$ cat src/sv/mcdm_pkg.sv
`timescale 1ns / 1ps

package mcdm_pkg;

    // Channel count limits and default
    localparam int MAX_CHANNELS     = 4;
    localparam int DEFAULT_CHANNELS = 4;

    // Field widths
    localparam int CMD_W      = 2;
    localparam int CH_W       = 3;
    localparam int TIME_W     = 32;
    localparam int COUNT_W    = 32;
    localparam int DEADLINE_W = 16;
    localparam int CFG_IDX_W  = 3;
    localparam int CFG_DATA_W = 32;

    // Stream widths, padded to whole bytes
    localparam int IN_TDATA_W  = 40;
    localparam int IN_TUSER_W  = CMD_W;
    localparam int OUT_FIELD_W = 1 + 1 + COUNT_W + TIME_W + DEADLINE_W + 1;
    localparam int OUT_TDATA_W = ((OUT_FIELD_W + 7) / 8) * 8;
    localparam int OUT_PAD_W   = OUT_TDATA_W - OUT_FIELD_W;

    // Register indexes
    localparam logic [CFG_IDX_W-1:0] REG_DEADLINE0 = 3'd0;
    localparam logic [CFG_IDX_W-1:0] REG_DEADLINE3 = 3'd3;
    localparam logic [CFG_IDX_W-1:0] REG_MASK      = 3'd4;
    localparam logic [CFG_IDX_W-1:0] REG_GRACE     = 3'd5;

    // Register reset values
    localparam logic [DEADLINE_W-1:0] DEADLINE_RST [MAX_CHANNELS] =
        '{16'd20, 16'd50, 16'd100, 16'd500};
    localparam logic [MAX_CHANNELS-1:0] MASK_RST  = 4'd7;
    localparam logic [TIME_W-1:0]       GRACE_RST = 32'd1000;

    // Commands
    typedef enum logic [CMD_W-1:0] {
        CMD_RESTART  = 2'd0,
        CMD_PROGRESS = 2'd1,
        CMD_CHECK    = 2'd2,
        CMD_READ     = 2'd3
    } t_cmd;

    // Sequencer states
    typedef enum logic [1:0] {
        S_IDLE,
        S_CHECK,
        S_DONE
    } t_state;

    // Result item, lowest field last
    typedef struct packed {
        logic [OUT_PAD_W-1:0]  pad;
        logic                  mandatory_out;
        logic [DEADLINE_W-1:0] deadline_out;
        logic [TIME_W-1:0]     last_time;
        logic [COUNT_W-1:0]    progress_count;
        logic                  healthy;
        logic                  accepted;
    } t_result;

endpackage

$ cat src/sv/multi_channel_deadline_monitor.sv
`timescale 1ns / 1ps

// Heartbeat deadline monitor for up to four channels. Each input transaction
// carries a command in tuser and a channel and millisecond time in tdata;
// exactly one result transaction follows each one. Restart, progress, read and
// a check taken before the startup grace time put their result in the output
// register in the cycle after acceptance; a check taken at or after the grace
// time walks the channels through one shared 32-bit subtract-and-compare, one
// channel per cycle, and its result is registered at the end of the walk. The
// block takes one command at a time: the input is ready again in the cycle
// after the result is taken.
// Configuration writes land at once and should be made while no command is
// in flight.
module multi_channel_deadline_monitor
    import mcdm_pkg::*;
#(
    parameter int CHANNELS = DEFAULT_CHANNELS
) (
    input  logic                   i_clk,
    input  logic                   i_rst_n,
    // configuration write port
    input  logic                   i_cfg_we,
    input  logic [CFG_IDX_W-1:0]   i_cfg_idx,
    input  logic [CFG_DATA_W-1:0]  i_cfg_wdata,
    // command stream
    input  logic                   s_axis_tvalid,
    output logic                   s_axis_tready,
    input  logic [IN_TDATA_W-1:0]  s_axis_tdata,  // channel[2:0], now_time[34:3], zero pad
    input  logic [IN_TUSER_W-1:0]  s_axis_tuser,  // command[1:0]
    // result stream
    output logic                   m_axis_tvalid,
    input  logic                   m_axis_tready,
    output logic [OUT_TDATA_W-1:0] m_axis_tdata   // accepted[0], healthy[1],
                                                  // progress_count[33:2], last_time[65:34],
                                                  // deadline_out[81:66], mandatory_out[82],
                                                  // zero pad
);

    localparam int IDX_W = (CHANNELS > 1) ? $clog2(CHANNELS) : 1;
    localparam logic [IDX_W-1:0] LAST_IDX = IDX_W'(CHANNELS - 1);

    // State and registers
    t_state                r_state, n_state;
    logic [IDX_W-1:0]      r_idx, n_idx;
    logic                  r_ok;
    logic [TIME_W-1:0]     r_now;
    t_result               r_res, n_res;

    logic [COUNT_W-1:0]    r_count    [CHANNELS];
    logic [TIME_W-1:0]     r_stamp    [CHANNELS];
    logic [DEADLINE_W-1:0] r_deadline [CHANNELS];
    logic [CHANNELS-1:0]   r_mask;
    logic [TIME_W-1:0]     r_grace;

    // Input decode
    logic                  w_in_accept;
    logic                  w_out_accept;
    t_cmd                  w_cmd;
    logic [CH_W-1:0]       w_ch;
    logic [TIME_W-1:0]     w_now;
    logic                  w_ch_ok;
    logic [IDX_W-1:0]      w_ch_idx;
    logic                  w_in_grace;

    // Shared elapsed-time unit
    logic [TIME_W-1:0]     w_elapsed;
    logic                  w_fail;

    assign w_in_accept  = s_axis_tvalid && s_axis_tready;
    assign w_out_accept = m_axis_tvalid && m_axis_tready;
    assign w_cmd        = t_cmd'(s_axis_tuser[CMD_W-1:0]);
    assign w_ch         = s_axis_tdata[CH_W-1:0];
    assign w_now        = s_axis_tdata[CH_W +: TIME_W];
    assign w_ch_ok      = w_ch < CH_W'(CHANNELS);
    assign w_ch_idx     = w_ch[IDX_W-1:0];
    assign w_in_grace   = w_now < r_grace;

    assign w_elapsed = r_now - r_stamp[r_idx];
    assign w_fail    = r_mask[r_idx] && (w_elapsed > TIME_W'(r_deadline[r_idx]));

    assign s_axis_tready = (r_state == S_IDLE);
    assign m_axis_tvalid = (r_state == S_DONE);
    assign m_axis_tdata  = r_res;

    // State register
    always_ff @(posedge i_clk) begin
        if (!i_rst_n) begin
            r_state <= S_IDLE;
            r_idx   <= '0;
        end else begin
            r_state <= n_state;
            r_idx   <= n_idx;
        end
    end

    // Next state
    always_comb begin
        n_state = r_state;
        n_idx   = r_idx;
        case (r_state)
            S_IDLE: begin
                if (w_in_accept) begin
                    n_idx = '0;
                    if (w_cmd == CMD_CHECK && !w_in_grace) begin
                        n_state = S_CHECK;
                    end else begin
                        n_state = S_DONE;
                    end
                end
            end
            S_CHECK: begin
                if (r_idx == LAST_IDX) begin
                    n_state = S_DONE;
                end else begin
                    n_idx = r_idx + 1'b1;
                end
            end
            S_DONE: begin
                if (w_out_accept) begin
                    n_state = S_IDLE;
                end
            end
            default: begin
                n_state = S_IDLE;
            end
        endcase
    end

    // Configuration, channel records and check flag
    always_ff @(posedge i_clk) begin
        if (!i_rst_n) begin
            for (int i = 0; i < CHANNELS; i++) begin
                r_count[i]    <= '0;
                r_stamp[i]    <= '0;
                r_deadline[i] <= DEADLINE_RST[i];
            end
            r_mask  <= MASK_RST[CHANNELS-1:0];
            r_grace <= GRACE_RST;
            r_ok    <= 1'b1;
        end else begin
            if (i_cfg_we) begin
                if (i_cfg_idx <= REG_DEADLINE3 && i_cfg_idx < CFG_IDX_W'(CHANNELS)) begin
                    r_deadline[i_cfg_idx[IDX_W-1:0]] <= i_cfg_wdata[DEADLINE_W-1:0];
                end else if (i_cfg_idx == REG_MASK) begin
                    r_mask <= i_cfg_wdata[CHANNELS-1:0];
                end else if (i_cfg_idx == REG_GRACE) begin
                    r_grace <= i_cfg_wdata[TIME_W-1:0];
                end
            end
            if (w_in_accept) begin
                r_ok <= 1'b1;
                case (w_cmd)
                    CMD_RESTART: begin
                        for (int i = 0; i < CHANNELS; i++) begin
                            r_count[i] <= '0;
                            r_stamp[i] <= w_now;
                        end
                    end
                    CMD_PROGRESS: begin
                        if (w_ch_ok) begin
                            r_count[w_ch_idx] <= r_count[w_ch_idx] + 1'b1;
                            r_stamp[w_ch_idx] <= w_now;
                        end
                    end
                    default: begin
                    end
                endcase
            end else if (r_state == S_CHECK && w_fail) begin
                r_ok <= 1'b0;
            end
        end
    end

    // Next result: built on acceptance, verdict filled in at the end of a walk
    always_comb begin
        n_res = r_res;
        if (w_in_accept) begin
            n_res = '0;
            case (w_cmd)
                CMD_RESTART: begin
                    n_res.accepted = 1'b1;
                end
                CMD_PROGRESS: begin
                    n_res.accepted = w_ch_ok;
                end
                CMD_CHECK: begin
                    n_res.accepted = 1'b1;
                    n_res.healthy  = w_in_grace;
                end
                CMD_READ: begin
                    if (w_ch_ok) begin
                        n_res.accepted       = 1'b1;
                        n_res.progress_count = r_count[w_ch_idx];
                        n_res.last_time      = r_stamp[w_ch_idx];
                        n_res.deadline_out   = r_deadline[w_ch_idx];
                        n_res.mandatory_out  = r_mask[w_ch_idx];
                    end
                end
                default: begin
                end
            endcase
        end else if (r_state == S_CHECK && r_idx == LAST_IDX) begin
            n_res.healthy = r_ok && !w_fail;
        end
    end

    // Result register and latched time
    always_ff @(posedge i_clk) begin
        r_res <= n_res;
        if (w_in_accept) begin
            r_now <= w_now;
        end
    end

`ifndef SYNTHESIS
    // A check past the grace time starts the walk at channel zero
    a_check_starts: assert property (@(posedge i_clk) disable iff (!i_rst_n)
        (w_in_accept && w_cmd == CMD_CHECK && !w_in_grace)
            |=> (r_state == S_CHECK && r_idx == '0))
        else $error("check walk did not start at channel zero");

    // Every other command goes straight to the result register
    a_direct_result: assert property (@(posedge i_clk) disable iff (!i_rst_n)
        (w_in_accept && !(w_cmd == CMD_CHECK && !w_in_grace)) |=> m_axis_tvalid)
        else $error("result not presented after a single-cycle command");

    // The walk ends after the last channel
    a_walk_ends: assert property (@(posedge i_clk) disable iff (!i_rst_n)
        (r_state == S_CHECK && r_idx == LAST_IDX) |=> m_axis_tvalid)
        else $error("check walk ran past the last channel");

    // A healthy verdict is only given on an accepted command
    a_healthy_accepted: assert property (@(posedge i_clk) disable iff (!i_rst_n)
        (m_axis_tvalid && r_res.healthy) |-> r_res.accepted)
        else $error("healthy flag set on a rejected command");

    // A rejected command carries an all-zero record
    a_reject_zero: assert property (@(posedge i_clk) disable iff (!i_rst_n)
        (m_axis_tvalid && !r_res.accepted)
            |-> (r_res.progress_count == '0 && r_res.last_time == '0
                 && r_res.deadline_out == '0 && !r_res.mandatory_out))
        else $error("rejected command returned record data");
`endif

endmodule

$ cat config.mk
export PLATFORM = sky130hd
export DESIGN_NAME = multi_channel_deadline_monitor
export DESIGN_NICKNAME = d
export VERILOG_FILES = /design/src/sv/mcdm_pkg.sv /design/src/sv/multi_channel_deadline_monitor.sv
export SDC_FILE = /design/constraint.sdc
export NUM_CORES = 1
export LEC_CHECK = 0
export BUFFER_PORTS_ARGS = -buffer_cell sky130_fd_sc_hd__buf_2
export CORE_MARGIN = 5
export CORE_UTILIZATION = 55
export DETAILED_ROUTE_END_ITERATION = 7
export GPL_TIMING_DRIVEN = 0
export PLACE_DENSITY = 0.74
export SYNTH_ARGS = -nofsm -noshare
export SYNTH_HDL_FRONTEND = slang
export SYNTH_SLANG_ARGS = --single-unit
$ cat constraint.sdc
create_clock -name i_clk -period 8.3 [get_ports i_clk]
set_clock_uncertainty 0.2 [all_clocks]
set_input_delay 0.415 -clock i_clk [delete_from_list [all_inputs] [get_ports i_clk]]
set_output_delay 0.415 -clock i_clk [all_outputs]
set_load 0.02 [all_outputs]
Word-level counts from Yosys, hierarchy flattened
Memory sizes are Yosys's and may differ from the RTL's. A register that Yosys moved wholly into a read port is not among the register bits.
Index checks and enable logic that the tools add are counted.
W data, S select, Z words.
Word-level totals
  memory bits (writable): 320
  register bits: 108
  input bits: 82
  memories: 3
  output and inout bits: 90
  logic and storage cells: 123
Operators by class
  reduce and logical (&&, ||, !) cells: 26
  eq/ne operators: 12
  $lt $le $gt $ge: 7
  $add $sub $neg: 3
  bitwise logic cells: 11
  multiplexer cells: 51
Memories
  r_count: depth 4, width 32, read ports 1, clocked after memory_dff 0, write ports 4, line multi_channel_deadline_monitor.sv:49  | logic [COUNT_W-1:0] r_count [CHANNELS];
  r_stamp: depth 4, width 32, read ports 2, clocked after memory_dff 2, write ports 4, line multi_channel_deadline_monitor.sv:50  | logic [TIME_W-1:0] r_stamp [CHANNELS];
  r_deadline: depth 4, width 16, read ports 2, clocked after memory_dff 2, write ports 4, line multi_channel_deadline_monitor.sv:51  | logic [DEADLINE_W-1:0] r_deadline [CHANNELS];
Operators with widths (number)
  $mux W32: 10
  $reduce_or A32 Y1: 2
  $add A32 B1 Y32 const B: 1
  $gt A32 B16 Y1: 1
  $lt A32 B32 Y1: 1
  $sub A32 B32 Y32: 1
  $mux W2: 13
  $mux W1: 22
  $mux W16: 1
  $reduce_or A16 Y1: 1
  $reduce_and A3 Y1: 3
  $eq A2 B2 Y1 const B: 4
  $logic_and A1 B1 Y1: 8
  $or A1 B1 Y1: 8
  $eq A3 B3 Y1 const B: 2
  $lt A2 B3 Y1 const B: 2
  $lt A3 B3 Y1 const B: 2
  $ne A2 B1 Y1 const B: 3
  $pmux W2 S3: 1
  $bmux W1 S2: 2
  $eq A2 B1 Y1 const B: 2
  $logic_not A1 Y1: 4
  $logic_not A2 Y1: 2
  $pmux W2 S2: 1
  other kinds (9): 13

Logic depth before layout (Yosys ltp)
  word-level depth: 8
  depth in mapped cells: 23
  gate-level depth less buffers: 22

Worst setup path before layout
No wires, ideal clock.
  path type: register to register
  from: register (tool-made name)
  to: register r_ok
  required time: 8.019 ns
  data arrival time: 5.331 ns
  buffers on the path: 2
  path slack: 2.688 ns
  library setup time: 0.081 ns
  cell stages (with the launch flop): 24
  cell sequence: dfxtp_1 > buf_1 > buf_1 > mux4_2 > ha_1 > fa_1 > nand2b_1 > a21oi_1 > nor2_1 > o21ai_0 > a21o_1 > a21oi_1 > xnor2_1 > ha_1 > a21oi_1 > nand2_1 > a221oi_1 > or2_2 > a21oi_1 > nor4_1 > nand4_1 > nor4b_2 > a31oi_1 > a41oi_1
RTL lines
  to (signal assigned): line multi_channel_deadline_monitor.sv:139  | r_ok <= 1'b1;
  to (signal assigned): line multi_channel_deadline_monitor.sv:151  | r_ok <= 1'b1;
  to (signal assigned): line multi_channel_deadline_monitor.sv:169  | r_ok <= 1'b0;
  to (decl): line multi_channel_deadline_monitor.sv:45  | logic r_ok;

==> impl_results.md <==
- Most frequent CP cell: a21oi_1
- Synth Area in Simple Gates: 14.7%
- Max-slew headroom: 21.2%
- Final Setup Violations: 0
- Hold Startpoint: s_axis_tuser[0]
- First-pass GRT wire length: ~98000 um
- Share of cells above drive strength 1: between 15 and 20%
- Violation count after the first detailed-route iteration: roughly 1800
- Yosys top cell by area: edfxtp_1
- Synth area leaders: edfxtp_1, mux4_2, ha_1
- Setup crit end kind: flip-flop
- Vias in the first global route: 17173
- Final hold vios: 0
- Syn Std Cell Area: 24200 um2
- Gate power share: 14.1%
- Post-synth top area share: approximately 54%
- Post-synthesis cell count: 1867
- Routed WL: 64800 um
- Worst Tran Pin Value: between 1 and 1.5 ns
- H-tree depth: 2
- Skew-Pair Late Insertion Delay: 0.60 ns
- Period utilization: about nine tenths
- Fin crit period: 7.44 ns
- Layout fillers: 3180
- # port buffers: 159
- Clk sink count: 478
- Placement Rows: 76
- Power Dens Cells: ~210 nW/um2
- Commonest non-fill, non-tap cell in the layout: edfxtp_1
- Crit-path leading delay family: compound AO/OA/AOI/OAI gates
- Compound-gate portion of the synthesized area: 5.24%
- Ys flop type: edfxtp_1
- Die area: 48200 um2
- Synth-to-Final Area Change: 17.3%
- Startpoint type of the worst setup path: flip-flop
- Slowest cell delay on critical path: 0.92 ns
- RR Endpoint: m_axis_tdata[1]
- Die X: 220 um
- CTS tree: yes
- Top sig layer: met5
- Initial antenna violation count: 2
- IO Pins: 172
- Mux contribution to synthesized area: 12.4%
- YS warnings: 0
- CP max stage cell: buf_1
- Switching power: 1.54 mW
- CTS root buffer: clkbuf_16
- Worst Hold End: r_state[1]
- XOR/XNOR Fraction of Synth Area: about 2.0%
- # diodes: 0
- Final max-slew violation count: 0
- RSZ-0062 raised after global routing: no
- First drt pass iteration count: 8
- Nets: 2324
- Critical path class: flip-flop to flip-flop
- Hold WS: 0.0459 ns
- Via count: 16547
- Peak supply drop: 0.142 mV
- Met2 Wirelength: approximately 31000 um
- Syn Area/Cell: between 10 and 15 um2
- Max clock buf depth: 3
- Std-Cell Core Area: 43300 um2
- CP Data Arrival Time: 7.57 ns
- Grt ovf: 0
- Clock power frac: about two fifths
- CTS clk-pin slew, worst paths: 0.06 ns
- Sw frac: 25.5%
- Status: finished, violations left
- DRC violations left: 10
- Post-DR vias/cell: slightly below 6
- Met3 WL post-DR: 6010 um
- FF-to-FF path depth: 22
- Post-DP HPWL: 45100 um
- Fmax: 134 MHz
- Failing checks: design-rule violations
- Setup TNS: 0 ns
- Die Ht: 220 um
- Total Power: 6.05 mW
- Largest family of logic cells by synthesized area: simple AND/OR/NAND/NOR gates
- Max_cap viols: 0
- Tot GR Track Use: a little over a quarter
- Effective utilization at floorplan: 55.8%
- Netlist cell types: 78
- Register share of total power: 46.7%
- Largest net degree at the start of global routing: 75
- Worst Path Buf+Inv: 2
- Worst R2R Setup Slack: between 0.8 and 0.9 ns
- Most frequent cells in the layout: edfxtp_1, nor2_1, buf_2, nand2_1, mux4_2
- Min-Delay Path Depth: 3
- Leak: 10.9 nW
- Final ANT Viol Nets: 0
- Sequential-to-total area share from yosys stat: 57.6%
- Crit path cell chain: buf_1, buf_1, mux4_2, ha_1, fa_1, nand2b_1, a21oi_1, nor2_1, o21ai_0, a21o_1, a21oi_1, xnor2_1, ha_1, nand4_1, a2111oi_0, a211oi_1, a21oi_1, nor4_1, nand4_1, nor4b_2, a31oi_1, o22ai_1
- WL/cell: 23.3 um
- Final core utilization: about two thirds
- Adder-Cell Fraction of Synth Area: 4.33%
- Fraction of registers with async set or reset after synthesis: 0%
- Hold crit path type: input port to flip-flop
- CP max FO: 10
- RePlAce Congestion: 0.920
- Yosys reg bits: 478
- Post-synth EDFFs: 435
- Cell Int Power: 4.51 mW
- Routed metal-1 wire length: 25500 um
- TritonCTS Buffers: 50
- Required @ worst endpoint: about 8.4 ns
==> power by group through the flow <==
stage | clock network (mW) | registers, mW | logic (mW)
after floorplan | 0 | 2.90 | 0.513
after global placement | 0 | 2.88 | 0.787
after detailed placement | 0 | 2.88 | 0.818
after CTS | 2.39 | 2.83 | 0.850
after global routing | 2.50 | 2.84 | 0.927
final | 2.37 | 2.83 | 0.856
==> cell usage after synthesis (all sizes together) (25+ instances only) <==
library cell and count:
mux4 130, xnor2 25, and2 111, nor2b 39, inv 110, o21ai 42, a21oi 79, xor2 28
dfxtp 43, and3 87, edfxtp 435, ha 82, clkbuf 78, buf 32, nor2 216, nand2 143
==> flip-flops by register name (all words and copies together), names as in the netlist, named ones only <==
signal / flops
r_stamp: 128
r_ok: 1
r_state: 2
r_count: 128
r_mask: 4
r_grace: 32
r_now: 32
r_deadline: 64
r_idx: 2
m_axis_tdata: 83
==> timing repair <==
item | in CTS | in global routing
hold buffers | 69 | 0
endpoints found under the setup margin | 0 | 0
setup buffers | 0 | 0
endpoints found under the hold margin | 178 | 0
gates resized for setup | 0 | 0
==> cell type report <==
cell class	count	area, um2	area share [%]
Sequential cell	478	13900	49.1
Multi-Input combinational cell	1173	9380	33.1
Timing Repair Buffer	236	1660	5.85
Clock buffer	61	1330	4.71
Tap cell	585	732	2.58
Buffer	110	500	1.77
Inverter	110	418	1.47
Clock inverter	32	397	1.40
==> through the flow <==
stage               area [um2]  worst slack, ns  instances
floorplan                24200             2.69       1871
global placement         25700             1.09       2615
detailed placement       25900             1.10       2623
CTS                      28300             1.03       2785
global route             28300            0.482       2785
finish                   28300            0.863       2785
==> per-layer routing <==
| metal | vias up | global-route usage (%) |
|---|---|---|
| li1 | 7442 | - |
| met5 | - | 0 |
| met2 | 830 | 43.5 |
| met3 | 141 | 5.95 |
| met1 | 8132 | 36.3 |
| met4 | 2 | 10.8 |
==> tightest hold or removal path, cell delays in order <==
cell,delay (ns)
buf_2,0.17
nor4b_1,0.10
a21oi_1,0.12
==> how the worst max path moves through the flow <==
| stage | from | end | slack (ns) | cells past startpoint |
|---|---|---|---|---|
| after detailed placement | flip-flop | m_axis_tdata[1] | 1.10 | 22 |
| after CTS | flip-flop | m_axis_tdata[1] | 1.03 | 22 |
| after global placement | flip-flop | m_axis_tdata[1] | 1.09 | 22 |
| final | flip-flop | m_axis_tdata[1] | 0.86 | 22 |
| after floorplan | flip-flop | r_ok | 2.69 | 23 |
| after global routing | flip-flop | m_axis_tdata[1] | 0.48 | 22 |
==> cell families (layout without fill, tap and decap cells) <==
family | count (synthesis) | in the layout
AO/OA/AOI/OAI | 201 | 201
XOR/XNOR | 53 | 53
adder cells (fa/ha/maj) | 83 | 83
buffers and inverters | 220 | 549
flip-flops | 478 | 478
multiplexers | 137 | 137
other | 1 | 5
AND/OR/NAND/NOR | 694 | 694
(Power assumes the default switching activity.)
